**config.mk**
```make
export PLATFORM = sky130hd
export DESIGN_NAME = wear_leveled_record_ring_unit_flat
export DESIGN_NICKNAME = d
export VERILOG_FILES = /design/src/hdl/wlrr_pkg.sv /design/src/hdl/wlrr_cmd_if.sv /design/src/hdl/wlrr_rsp_if.sv /design/src/hdl/wlrr_store.sv /design/src/hdl/wear_leveled_record_ring_unit.sv /design/src/flat_wrapper.sv
export SDC_FILE = /design/constraint.sdc
export NUM_CORES = 2
export LEC_CHECK = 0
export CAP_MARGIN = 20
export CORE_AREA = 2 2 450 273
export CTS_BUF_LIST = sky130_fd_sc_hd__clkbuf_8
export DETAILED_ROUTE_END_ITERATION = 12
export DIE_AREA = 0 0 452 275
export DONT_BUFFER_PORTS = 1
export SLEW_MARGIN = 20
export SYNTH_ARGS = -nofsm -noshare
export SYNTH_HDL_FRONTEND = slang
export SYNTH_SLANG_ARGS = --single-unit
export TNS_END_PERCENT = 5
```
**constraint.sdc**
```tcl
create_clock -name clk -period 5.83 [get_ports clk]
set_input_delay 1.4575 -clock clk [delete_from_list [all_inputs] [get_ports clk]]
set_output_delay 1.4575 -clock clk [all_outputs]
set_load 0.01 [all_outputs]
```
**src/hdl/wlrr_pkg.sv**
```systemverilog
// wlrr_pkg: shared constants, codes and types for the wear-levelled record ring.
// Used by the channel interfaces, the byte store and the top level; depends on nothing.
package wlrr_pkg;

    localparam int RECORD_SLOTS_DEF = 21;
    localparam int STORE_BYTES_DEF  = 128;

    // byte address into the store; holds every slot and count-area address
    localparam int ADDR_W = 8;
    // width of a record count as carried on the result channel
    localparam int TOTAL_W = 5;

    localparam logic [7:0] ERASED_BYTE = 8'hFE;
    // an erase leaves bytes from this address upwards untouched
    localparam int WRITABLE_LIMIT = 250;

    typedef enum logic [1:0] {
        ACT_WRITE = 2'd0,
        ACT_READ  = 2'd1,
        ACT_COUNT = 2'd2,
        ACT_ERASE = 2'd3
    } action_t;

    typedef enum logic [2:0] {
        ST_WRITTEN    = 3'd0,
        ST_RECORD     = 3'd1,
        ST_COUNT      = 3'd2,
        ST_NO_SAMPLES = 3'd3,
        ST_ERASED     = 3'd4
    } status_t;

    typedef enum logic [2:0] {
        S_IDLE,
        S_SCAN,
        S_WRITE,
        S_FETCH,
        S_EMIT
    } state_t;

    // write side of the byte store
    typedef struct packed {
        logic              wr_en;
        logic              erase;
        logic [ADDR_W-1:0] addr;
        logic [7:0]        data;
    } store_wr_t;

endpackage

```
**src/hdl/wlrr_cmd_if.sv**
```systemverilog
// wlrr_cmd_if: command channel of the record ring (valid/ready plus command fields).
// Depends on wlrr_pkg.
interface wlrr_cmd_if;
    logic                     valid;
    logic                     ready;
    wlrr_pkg::action_t        action;
    logic signed [15:0]       temperature_tenths;
    logic signed [15:0]       pressure_tenths;
    logic [7:0]               sample_count;

    modport source (output valid, action, temperature_tenths, pressure_tenths, sample_count,
                    input ready);
    modport sink   (input valid, action, temperature_tenths, pressure_tenths, sample_count,
                    output ready);
endinterface

```
**src/hdl/wlrr_rsp_if.sv**
```systemverilog
// wlrr_rsp_if: result channel of the record ring (valid/ready plus result fields).
// Depends on wlrr_pkg.
interface wlrr_rsp_if;
    logic                             valid;
    logic                             ready;
    wlrr_pkg::status_t                status;
    logic signed [15:0]               temperature_out;
    logic signed [15:0]               pressure_out;
    logic [wlrr_pkg::TOTAL_W-1:0]     stored_total;
    logic                             last;

    modport source (output valid, status, temperature_out, pressure_out, stored_total, last,
                    input ready);
    modport sink   (input valid, status, temperature_out, pressure_out, stored_total, last,
                    output ready);
endinterface

```
**src/hdl/wlrr_store.sv**
```systemverilog
// wlrr_store: byte store, synchronous RAM with registered read and per-byte
// valid flags so that unwritten or erased bytes read as the erased value. Uses wlrr_pkg.
module wlrr_store #(
    parameter int STORE_BYTES = wlrr_pkg::STORE_BYTES_DEF
) (
    input  logic                          clk,
    input  logic                          rst_n,
    input  logic [wlrr_pkg::ADDR_W-1:0]   rd_addr,
    output logic [7:0]                    rd_data,
    input  wlrr_pkg::store_wr_t           wr
);

    localparam int IW = $clog2(STORE_BYTES);
    localparam logic [wlrr_pkg::ADDR_W:0] STORE_LIM = STORE_BYTES[wlrr_pkg::ADDR_W:0];

    logic [7:0]             mem [STORE_BYTES];
    logic [STORE_BYTES-1:0] valid_reg;
    logic [7:0]             rd_byte_reg;
    logic                   rd_ok_reg;
    logic                   rd_in;
    logic                   wr_in;
    logic [IW-1:0]          rd_idx;
    logic [IW-1:0]          wr_idx;

    // addresses past the end of the store read erased and drop writes
    assign rd_in  = {1'b0, rd_addr} < STORE_LIM;
    assign wr_in  = {1'b0, wr.addr} < STORE_LIM;
    assign rd_idx = rd_addr[IW-1:0];
    assign wr_idx = wr.addr[IW-1:0];

    always_ff @(posedge clk)
    begin
        if (wr.wr_en && wr_in)
        begin
            mem[wr_idx] <= wr.data;
        end
        rd_byte_reg <= mem[rd_idx];
    end

    always_ff @(posedge clk or negedge rst_n)
    begin
        if (!rst_n)
        begin
            valid_reg <= '0;
            rd_ok_reg <= 1'b0;
        end
        else
        begin
            rd_ok_reg <= rd_in && valid_reg[rd_idx];
            if (wr.erase)
            begin
                for (int a = 0; a < STORE_BYTES; a++)
                begin
                    if (a < wlrr_pkg::WRITABLE_LIMIT)
                    begin
                        valid_reg[a] <= 1'b0;
                    end
                end
            end
            else if (wr.wr_en && wr_in)
            begin
                valid_reg[wr_idx] <= 1'b1;
            end
        end
    end

    assign rd_data = rd_ok_reg ? rd_byte_reg : wlrr_pkg::ERASED_BYTE;

endmodule

```
**src/hdl/wear_leveled_record_ring_unit.sv**
```systemverilog
// wear_leveled_record_ring_unit: top level of the wear-levelled record ring.
// Uses wlrr_pkg, wlrr_cmd_if, wlrr_rsp_if and wlrr_store.
//
//   channel | direction | transaction carries
//   --------+-----------+-----------------------------------------------------------
//   cmd     | in        | action, temperature_tenths, pressure_tenths, sample_count
//   rsp     | out       | status, temperature_out, pressure_out, stored_total, last
//
// One command is in work at a time; cmd.ready is high only when the sequencer is idle.
// Every command first scans the count area through the store's single read port.
// A write then makes 6 store writes; a read fetches four bytes per returned record.
// Reset clears the per-byte valid flags at once, so the store reads erased at once.
// A stalled rsp only holds the sequencer when a further result is due; the final
// result of a command waits in the output register while the next command is taken.
module wear_leveled_record_ring_unit #(
    parameter int RECORD_SLOTS = wlrr_pkg::RECORD_SLOTS_DEF,
    parameter int STORE_BYTES  = wlrr_pkg::STORE_BYTES_DEF
) (
    input  logic           clk,
    input  logic           rst_n,
    wlrr_cmd_if.sink       cmd,
    wlrr_rsp_if.source     rsp
);

    localparam int AW = wlrr_pkg::ADDR_W;
    localparam int TW = wlrr_pkg::TOTAL_W;
    localparam int CL = 2 * RECORD_SLOTS;          // count-area length in bytes
    localparam int CW = $clog2(CL + 1);            // count-area offset, can hold CL
    localparam int SW = $clog2(RECORD_SLOTS);      // slot number

    localparam logic [AW-1:0] COUNT_BASE = AW'(4 * RECORD_SLOTS);
    localparam logic [CW-1:0] CL_END     = CW'(CL);
    localparam logic [CW-1:0] CL_LAST    = CW'(CL - 1);
    localparam logic [CW-1:0] RS_OFF     = CW'(RECORD_SLOTS);
    localparam logic [TW-1:0] RS_TOT     = TW'(RECORD_SLOTS);
    localparam logic [7:0]    RS_BYTE    = 8'(RECORD_SLOTS);
    localparam logic [SW-1:0] SLOT_LAST  = SW'(RECORD_SLOTS - 1);

    // sequencer
    wlrr_pkg::state_t    state_reg, state_next;
    wlrr_pkg::action_t   op_reg, op_next;
    logic [15:0]         temp_reg, temp_next;
    logic [15:0]         pres_reg, pres_next;
    logic [7:0]          want_reg, want_next;

    // count-area scan: one read issued and one checked per cycle
    logic [CW-1:0]       scan_off_reg, scan_off_next;
    logic [CW-1:0]       chk_off_reg, chk_off_next;
    logic                chk_vld_reg, chk_vld_next;

    logic [CW-1:0]       head_reg, head_next;
    logic [SW-1:0]       slot_reg, slot_next;
    logic [TW-1:0]       total_reg, total_next;
    logic [TW-1:0]       remain_reg, remain_next;
    logic [2:0]          cnt_reg, cnt_next;
    logic [31:0]         rec_reg, rec_next;

    // output register
    logic                out_vld_reg, out_vld_next;
    wlrr_pkg::status_t   out_status_reg, out_status_next;
    logic [15:0]         out_temp_reg, out_temp_next;
    logic [15:0]         out_pres_reg, out_pres_next;
    logic [TW-1:0]       out_total_reg, out_total_next;
    logic                out_last_reg, out_last_next;

    // store access
    logic [AW-1:0]       rd_addr;
    logic [7:0]          rd_data;
    wlrr_pkg::store_wr_t store_wr;

    // scan results
    logic                found;
    logic                exhausted;
    logic [CW-1:0]       h_sel;
    logic [TW-1:0]       tot_sel;
    logic [CW-1:0]       slot_full;
    logic [SW-1:0]       slot_sel;
    logic [TW-1:0]       nt_sel;
    logic [TW-1:0]       n_sel;
    logic [CW-1:0]       next_off;
    logic [AW-1:0]       slot_base;

    function automatic logic [SW-1:0] step_back(input logic [SW-1:0] s);
        logic [SW-1:0] r;
        r = (s == '0) ? SLOT_LAST : s - SW'(1);
        return r;
    endfunction

    wlrr_store #(
        .STORE_BYTES (STORE_BYTES)
    ) u_store (
        .clk     (clk),
        .rst_n   (rst_n),
        .rd_addr (rd_addr),
        .rd_data (rd_data),
        .wr      (store_wr)
    );

    // head is the first count byte that is not erased; all erased gives head 0, count 0
    assign found     = chk_vld_reg && (rd_data != wlrr_pkg::ERASED_BYTE);
    assign exhausted = chk_vld_reg && (chk_off_reg == CL_LAST) && !found;
    assign h_sel     = found ? chk_off_reg : '0;
    // a corrupt count above the slot total reads as full
    assign tot_sel   = !found ? '0 : ((rd_data > RS_BYTE) ? RS_TOT : rd_data[TW-1:0]);
    assign slot_full = (h_sel >= RS_OFF) ? h_sel - RS_OFF : h_sel;
    assign slot_sel  = slot_full[SW-1:0];
    assign nt_sel    = (tot_sel < RS_TOT) ? tot_sel + TW'(1) : RS_TOT;
    assign n_sel     = ({3'b000, tot_sel} < want_reg) ? tot_sel : want_reg[TW-1:0];
    assign next_off  = (head_reg == CL_LAST) ? '0 : head_reg + CW'(1);
    assign slot_base = AW'({slot_reg, 2'b00});

    assign cmd.ready = (state_reg == wlrr_pkg::S_IDLE);

    always_comb
    begin
        state_next      = state_reg;
        op_next         = op_reg;
        temp_next       = temp_reg;
        pres_next       = pres_reg;
        want_next       = want_reg;
        scan_off_next   = scan_off_reg;
        chk_off_next    = chk_off_reg;
        chk_vld_next    = 1'b0;
        head_next       = head_reg;
        slot_next       = slot_reg;
        total_next      = total_reg;
        remain_next     = remain_reg;
        cnt_next        = cnt_reg;
        rec_next        = rec_reg;
        out_vld_next    = out_vld_reg && !rsp.ready;
        out_status_next = out_status_reg;
        out_temp_next   = out_temp_reg;
        out_pres_next   = out_pres_reg;
        out_total_next  = out_total_reg;
        out_last_next   = out_last_reg;
        rd_addr         = COUNT_BASE + AW'(scan_off_reg);
        store_wr        = '0;

        case (state_reg)
            wlrr_pkg::S_IDLE:
            begin
                if (cmd.valid)
                begin
                    op_next       = cmd.action;
                    temp_next     = cmd.temperature_tenths;
                    pres_next     = cmd.pressure_tenths;
                    want_next     = cmd.sample_count;
                    scan_off_next = '0;
                    state_next    = wlrr_pkg::S_SCAN;
                end
            end

            wlrr_pkg::S_SCAN:
            begin
                chk_off_next = scan_off_reg;
                chk_vld_next = (scan_off_reg != CL_END);
                if (scan_off_reg != CL_END)
                begin
                    scan_off_next = scan_off_reg + CW'(1);
                end
                if (found || exhausted)
                begin
                    chk_vld_next = 1'b0;
                    head_next    = h_sel;
                    slot_next    = slot_sel;
                    total_next   = tot_sel;
                    cnt_next     = '0;
                    case (op_reg)
                        wlrr_pkg::ACT_WRITE:
                        begin
                            total_next = nt_sel;
                            state_next = wlrr_pkg::S_WRITE;
                        end
                        wlrr_pkg::ACT_READ:
                        begin
                            remain_next = n_sel;
                            slot_next   = step_back(slot_sel);
                            state_next  = (n_sel == '0) ? wlrr_pkg::S_EMIT
                                                        : wlrr_pkg::S_FETCH;
                        end
                        wlrr_pkg::ACT_COUNT:
                        begin
                            state_next = wlrr_pkg::S_EMIT;
                        end
                        default:
                        begin
                            // erase: the store clears its valid flags, count reported as zero
                            store_wr.erase = 1'b1;
                            total_next     = '0;
                            state_next     = wlrr_pkg::S_EMIT;
                        end
                    endcase
                end
            end

            wlrr_pkg::S_WRITE:
            begin
                // record high byte first, then erase old count, then new count one on
                cnt_next = cnt_reg + 3'd1;
                case (cnt_reg)
                    3'd0:
                    begin
                        store_wr = '{wr_en: 1'b1, erase: 1'b0, addr: slot_base,
                                     data: temp_reg[15:8]};
                    end
                    3'd1:
                    begin
                        store_wr = '{wr_en: 1'b1, erase: 1'b0, addr: slot_base + AW'(1),
                                     data: temp_reg[7:0]};
                    end
                    3'd2:
                    begin
                        store_wr = '{wr_en: 1'b1, erase: 1'b0, addr: slot_base + AW'(2),
                                     data: pres_reg[15:8]};
                    end
                    3'd3:
                    begin
                        store_wr = '{wr_en: 1'b1, erase: 1'b0, addr: slot_base + AW'(3),
                                     data: pres_reg[7:0]};
                    end
                    3'd4:
                    begin
                        store_wr = '{wr_en: 1'b1, erase: 1'b0,
                                     addr: COUNT_BASE + AW'(head_reg),
                                     data: wlrr_pkg::ERASED_BYTE};
                    end
                    3'd5:
                    begin
                        store_wr = '{wr_en: 1'b1, erase: 1'b0,
                                     addr: COUNT_BASE + AW'(next_off),
                                     data: 8'(total_reg)};
                        state_next = wlrr_pkg::S_EMIT;
                    end
                    default:
                    begin
                        state_next = wlrr_pkg::S_EMIT;
                    end
                endcase
            end

            wlrr_pkg::S_FETCH:
            begin
                // issue four byte reads, collect each in the cycle after it is issued
                rd_addr = slot_base + AW'(cnt_reg[1:0]);
                if (cnt_reg != 3'd0)
                begin
                    rec_next = {rec_reg[23:0], rd_data};
                end
                if (cnt_reg == 3'd4)
                begin
                    state_next = wlrr_pkg::S_EMIT;
                end
                else
                begin
                    cnt_next = cnt_reg + 3'd1;
                end
            end

            wlrr_pkg::S_EMIT:
            begin
                if (!out_vld_reg || rsp.ready)
                begin
                    out_vld_next   = 1'b1;
                    out_temp_next  = '0;
                    out_pres_next  = '0;
                    out_total_next = total_reg;
                    out_last_next  = 1'b1;
                    state_next     = wlrr_pkg::S_IDLE;
                    case (op_reg)
                        wlrr_pkg::ACT_WRITE:
                        begin
                            out_status_next = wlrr_pkg::ST_WRITTEN;
                        end
                        wlrr_pkg::ACT_READ:
                        begin
                            if (remain_reg == '0)
                            begin
                                out_status_next = wlrr_pkg::ST_NO_SAMPLES;
                            end
                            else
                            begin
                                out_status_next = wlrr_pkg::ST_RECORD;
                                out_temp_next   = rec_reg[31:16];
                                out_pres_next   = rec_reg[15:0];
                                if (remain_reg != TW'(1))
                                begin
                                    out_last_next = 1'b0;
                                    remain_next   = remain_reg - TW'(1);
                                    slot_next     = step_back(slot_reg);
                                    cnt_next      = '0;
                                    state_next    = wlrr_pkg::S_FETCH;
                                end
                            end
                        end
                        wlrr_pkg::ACT_COUNT:
                        begin
                            out_status_next = wlrr_pkg::ST_COUNT;
                        end
                        default:
                        begin
                            out_status_next = wlrr_pkg::ST_ERASED;
                        end
                    endcase
                end
            end

            default:
            begin
                state_next = wlrr_pkg::S_IDLE;
            end
        endcase
    end

    // control state
    always_ff @(posedge clk or negedge rst_n)
    begin
        if (!rst_n)
        begin
            state_reg    <= wlrr_pkg::S_IDLE;
            op_reg       <= wlrr_pkg::ACT_WRITE;
            scan_off_reg <= '0;
            chk_off_reg  <= '0;
            chk_vld_reg  <= 1'b0;
            remain_reg   <= '0;
            cnt_reg      <= '0;
            out_vld_reg  <= 1'b0;
        end
        else
        begin
            state_reg    <= state_next;
            op_reg       <= op_next;
            scan_off_reg <= scan_off_next;
            chk_off_reg  <= chk_off_next;
            chk_vld_reg  <= chk_vld_next;
            remain_reg   <= remain_next;
            cnt_reg      <= cnt_next;
            out_vld_reg  <= out_vld_next;
        end
    end

    // payload
    always_ff @(posedge clk)
    begin
        temp_reg       <= temp_next;
        pres_reg       <= pres_next;
        want_reg       <= want_next;
        head_reg       <= head_next;
        slot_reg       <= slot_next;
        total_reg      <= total_next;
        rec_reg        <= rec_next;
        out_status_reg <= out_status_next;
        out_temp_reg   <= out_temp_next;
        out_pres_reg   <= out_pres_next;
        out_total_reg  <= out_total_next;
        out_last_reg   <= out_last_next;
    end

    assign rsp.valid           = out_vld_reg;
    assign rsp.status          = out_status_reg;
    assign rsp.temperature_out = out_temp_reg;
    assign rsp.pressure_out    = out_pres_reg;
    assign rsp.stored_total    = out_total_reg;
    assign rsp.last            = out_last_reg;

`ifndef SYNTHESIS
    // a store write and an erase never share a cycle
    a_wr_erase_excl: assert property (@(posedge clk) disable iff (!rst_n)
        !(store_wr.wr_en && store_wr.erase))
        else $error("store write and erase in the same cycle");

    // records still owed never exceed the ring size
    a_remain_bound: assert property (@(posedge clk) disable iff (!rst_n)
        remain_reg <= RS_TOT)
        else $error("remaining record count out of range");

    // the head located by the scan lies inside the count area
    a_head_in_area: assert property (@(posedge clk) disable iff (!rst_n)
        (state_reg == wlrr_pkg::S_WRITE) |-> (head_reg <= CL_LAST))
        else $error("head offset beyond count area");

    // only a record result can be followed by more results of the same command
    a_not_last_record: assert property (@(posedge clk) disable iff (!rst_n)
        (rsp.valid && !rsp.last) |-> (rsp.status == wlrr_pkg::ST_RECORD))
        else $error("non-final result that is not a record");
`endif

endmodule
```
**src/flat_wrapper.sv**
```systemverilog
// flat-port wrapper written by rule: the top's interface ports become plain ports
module wear_leveled_record_ring_unit_flat 
#(
    parameter int RECORD_SLOTS = wlrr_pkg::RECORD_SLOTS_DEF,
    parameter int STORE_BYTES  = wlrr_pkg::STORE_BYTES_DEF
)
  (clk, rst_n, cmd_valid, cmd_action, cmd_temperature_tenths, cmd_pressure_tenths, cmd_sample_count, cmd_ready, rsp_valid, rsp_status, rsp_temperature_out, rsp_pressure_out, rsp_stored_total, rsp_last, rsp_ready);
  wlrr_cmd_if cmd_i ();
  wlrr_rsp_if rsp_i ();
  input  logic clk;
  input  logic rst_n;
  input wire logic [$bits(cmd_i.valid)-1:0] cmd_valid;
  input wire logic [$bits(cmd_i.action)-1:0] cmd_action;
  input wire logic [$bits(cmd_i.temperature_tenths)-1:0] cmd_temperature_tenths;
  input wire logic [$bits(cmd_i.pressure_tenths)-1:0] cmd_pressure_tenths;
  input wire logic [$bits(cmd_i.sample_count)-1:0] cmd_sample_count;
  output wire logic [$bits(cmd_i.ready)-1:0] cmd_ready;
  output wire logic [$bits(rsp_i.valid)-1:0] rsp_valid;
  output wire logic [$bits(rsp_i.status)-1:0] rsp_status;
  output wire logic [$bits(rsp_i.temperature_out)-1:0] rsp_temperature_out;
  output wire logic [$bits(rsp_i.pressure_out)-1:0] rsp_pressure_out;
  output wire logic [$bits(rsp_i.stored_total)-1:0] rsp_stored_total;
  output wire logic [$bits(rsp_i.last)-1:0] rsp_last;
  input wire logic [$bits(rsp_i.ready)-1:0] rsp_ready;
  assign cmd_i.valid = cmd_valid;
  assign cmd_i.action = cmd_action;
  assign cmd_i.temperature_tenths = cmd_temperature_tenths;
  assign cmd_i.pressure_tenths = cmd_pressure_tenths;
  assign cmd_i.sample_count = cmd_sample_count;
  assign cmd_ready = cmd_i.ready;
  assign rsp_valid = rsp_i.valid;
  assign rsp_status = rsp_i.status;
  assign rsp_temperature_out = rsp_i.temperature_out;
  assign rsp_pressure_out = rsp_i.pressure_out;
  assign rsp_stored_total = rsp_i.stored_total;
  assign rsp_last = rsp_i.last;
  assign rsp_i.ready = rsp_ready;
  wear_leveled_record_ring_unit #(.RECORD_SLOTS(RECORD_SLOTS), .STORE_BYTES(STORE_BYTES)) u_core (.clk(clk), .rst_n(rst_n), .cmd(cmd_i), .rsp(rsp_i));
endmodule
```
==> impl_metrics.toml <==
[clock_tree]
postCtsHoldBufs = 0
cts_resized = 0
htreeDepth = 4
cts_buffer_depth = 3
cts-root-buf = "clkbuf_8"
clk_latency_ns = 0.90
cts.clk_slew.worst_paths_ns = 0.07
numCtsBuffers = 184
tritoncts = "yes"
clock_sink_count = 1317
cts_setup_buffers = 0

[logic_synthesis]
synth_cells = 3757
yosysSeqAreaShare_pct = 71.83
syn_nets = 3830
synth.mux.area_fraction_pct = 7.343
synth.distinct_cells = 82
synth_top_family_by_area = "simple AND/OR/NAND/NOR gates"
synth-compound-area-share_pct = 7.064
syn_area_per_cell_um2 = 14.34
async_flop_share_pct = 11.85
synthAdderAreaFrac_pct = 0.6272
synth-simple-area-share_pct = 10.59
yosysWarnings = 0
synth_edf_count = 1153
syn-cell-area_um2 = 53860
synth-xor-area-share_pct = 0.2718
synth_seq_cells = 1317
synthFlopType = "edfxtp_1"

[timing]
setup_viol = 0
slew_violations = 0
max_freq_mhz = 194.5
holdWs_ns = 0.2735
period_minus_slack_ns = 5.142
slew_headroom_pct = 23.49
finalWorstSetupSlack_ns = 0.6875
worst_pin_slew_ns = 1.139
hold_viol_final = 0
clock_skew_ns = 0.05226
rsz0062_at_grt = "no"
fin_tns_setup_ns = 0
period_share_pct = 88.21

[finish]
stdcell_count = 5676
fillCellCount = 10260
multi_input_area_um2 = 14250
largest_reg_flops = 1024
regArea_um2 = 38690
finalNetCount = 3977
drive_above_1_share_pct = 15.41
final_area_um2 = 60350
final_core_util_pct = 50.07
area_delta_synth_final_pct = 12.04

[placed_design]
dpl.hpwl_mm = 101.2
place_congestion = 0.9021
portBuffers = 0
place_area_um2 = 56870
place_ws_ns = 0.8917
dp.cells = 5333

[critical_path]
startpoint = "u_core.cnt_reg[1]$_DFFE_PN0P_"
crit_required_ns = 6.36
worst_path_most_repeated_cell = "nor2_1"
cp_slowest_cell = "nor2_1"
end_kind = "register"
path_class = "reg2reg"
rr_startpoint = "u_core.cnt_reg[1]$_DFFE_PN0P_"
crit_chain = "inv_1, ha_1, nand3_1, o21bai_1, o31ai_1, a21oi_1, ha_1, xor3_1, a22oi_1, nor2_1, nor2_1, buf_4, nand4_1, nor2_1"
cp-start-kind = "register"
cp_max_fo = 13
critPathMaxStageDelay_ns = 0.79
cp_data_arrival_time_ns = 5.67

[route]
drtPass1Iterations = 7
drt-initial-drc-count = 5036
ant_nets = 0
vias_per_cell = 6.042
routed_wl_mm = 160.5
wire_per_inst_um = 28.28
via_count = 34300
drcViolationCount = 0

[global_routing]
grt_max_degree = 157
grt_use_total_pct = 25.89
grt_pass1_wl_mm = 232.2
grt_overflow_total = 0
grt_antenna_before_repair = 5
grt_pass1_vias = 32210

[die]
io-pin-count = 89
rows = 99
die_h_um = 275
core_area_um2 = 120500
die_width_um = 452
dieArea_um2 = 124300
initial_utilization_pct = 44.69

[hold_path]
hp-class = "in2async"

[pwr]
power.leakage_nw = 20.90
pwr-share-clk_pct = 25.6
seq_power_share_pct = 41.9
peakVddDrop_uv = 376.6
switchingPower_mw = 10.06
swShare_pct = 37.28
pwr-share-comb_pct = 32.4
pwr_density_cell_nw_per_um2 = 447.4
p_int_mw = 16.93
power_mw = 27.00

[status]
outcome = "completed"

[run]
cap_violations = 0
==> routing by layer <==
| metal | vias up | global-route usage (%) | wire length, µm | share of wire (%) |
|---|---|---|---|---|
| li1 | 14560 | - | - | - |
| met1 | 17410 | 41.01 | 72020 | 45 |
| met2 | 2133 | 32.67 | 62240 | 39 |
| met3 | 197 | 9.779 | 23400 | 15 |
| met4 | 2 | 6.592 | 2840 | 1.8 |
| met5 | - | 0 | 7 | 0.0044 |
==> power groups by stage <==
stage	Sequential, mW	Clock [mW]	Combinational (mW)
after detailed placement	11.5	0	8.52
after CTS	11.3	7.02	8.55
final	11.3	6.91	8.76
after global placement	11.5	0	8.47
after global routing	11.3	7.42	9.21
after floorplan	11.4	0	5.00
==> cell families after synthesis <==
group	Yosys count
AOI/OAI and AO/OA	581
xor gates and xnor gates	15
adders and majority gates	27
buffers and inverters	277
DFF	1317
muxes	243
and+or+nand+nor	1297
==> worst max-delay path: cells and delay by family (launching register included) <==
family | cells | cell delay [ns]
adders and majority gates | 2 | 0.74
and+or+nand+nor | 5 | 1.94
DFF | 1 | 0.47
buffers and inverters | 2 | 0.47
AOI/OAI and AO/OA | 4 | 0.77
xor gates and xnor gates | 1 | 0.36
==> cells in the mapped netlist, types with 42 or more instances <==
library cell	count	area [µm²]
a21oi_1	119	595.6
a31oi_1	44	275.3
and2_1	42	262.8
buf_2	83	415.4
clkbuf_1	122	457.9
dfrtp_1	156	3904
edfxtp_1	1153	34620
mux2i_1	108	1081
mux4_2	120	2703
nand2_1	707	2654
nand3_1	210	1051
nor2_1	154	578.1
nor3_1	53	265.3
o21ai_0	143	715.7
==> path summary, 6_finish.rpt <==
check | endpoint | slack [ns] | depth (start not counted)
setup / recovery | u_core.u_store.mem[38][1]$_DFFE_PP_ | 0.69 | 14
hold / removal | u_core.chk_off_reg[3]$_DFFE_PN0P_ | 0.27 | 0
setup reg to reg | u_core.u_store.mem[38][1]$_DFFE_PP_ | 0.69 | 14
hold reg to reg | u_core.rec_reg[30]$_DFFE_PP_ | 0.43 | 0
max in group asynchronous | u_core.u_store.valid_reg[102]$_DFFE_PN0P_ | 5.18 | 0
min in group clk | u_core.rec_reg[30]$_DFFE_PP_ | 0.43 | 0
==> area by class of cell <==
type | count | share of cell area [%]
flip-flops and latches | 1317 | 64.11
multi-input cells | 2163 | 23.61
clock buffers | 200 | 4.561
well taps | 1616 | 3.350
repair buffers | 198 | 2.961
clock inverters | 138 | 1.151
inverters | 40 | 0.2488
diodes | 4 | 0.01659
==> cell usage in the layout, fill, tap and decap left out, types with 53 or more instances in the layout <==
cell type,count
mux4_2,120
nor3_1,53
o21ai_0,142
clkbuf_8,200
nor2_1,148
edfxtp_1,1153
inv_1,111
nand3_1,207
mux2i_1,103
nand2_1,706
dfrtp_1,156
a21oi_1,117
buf_4,174
No activity file was read; power rests on OpenSTA's default activity.
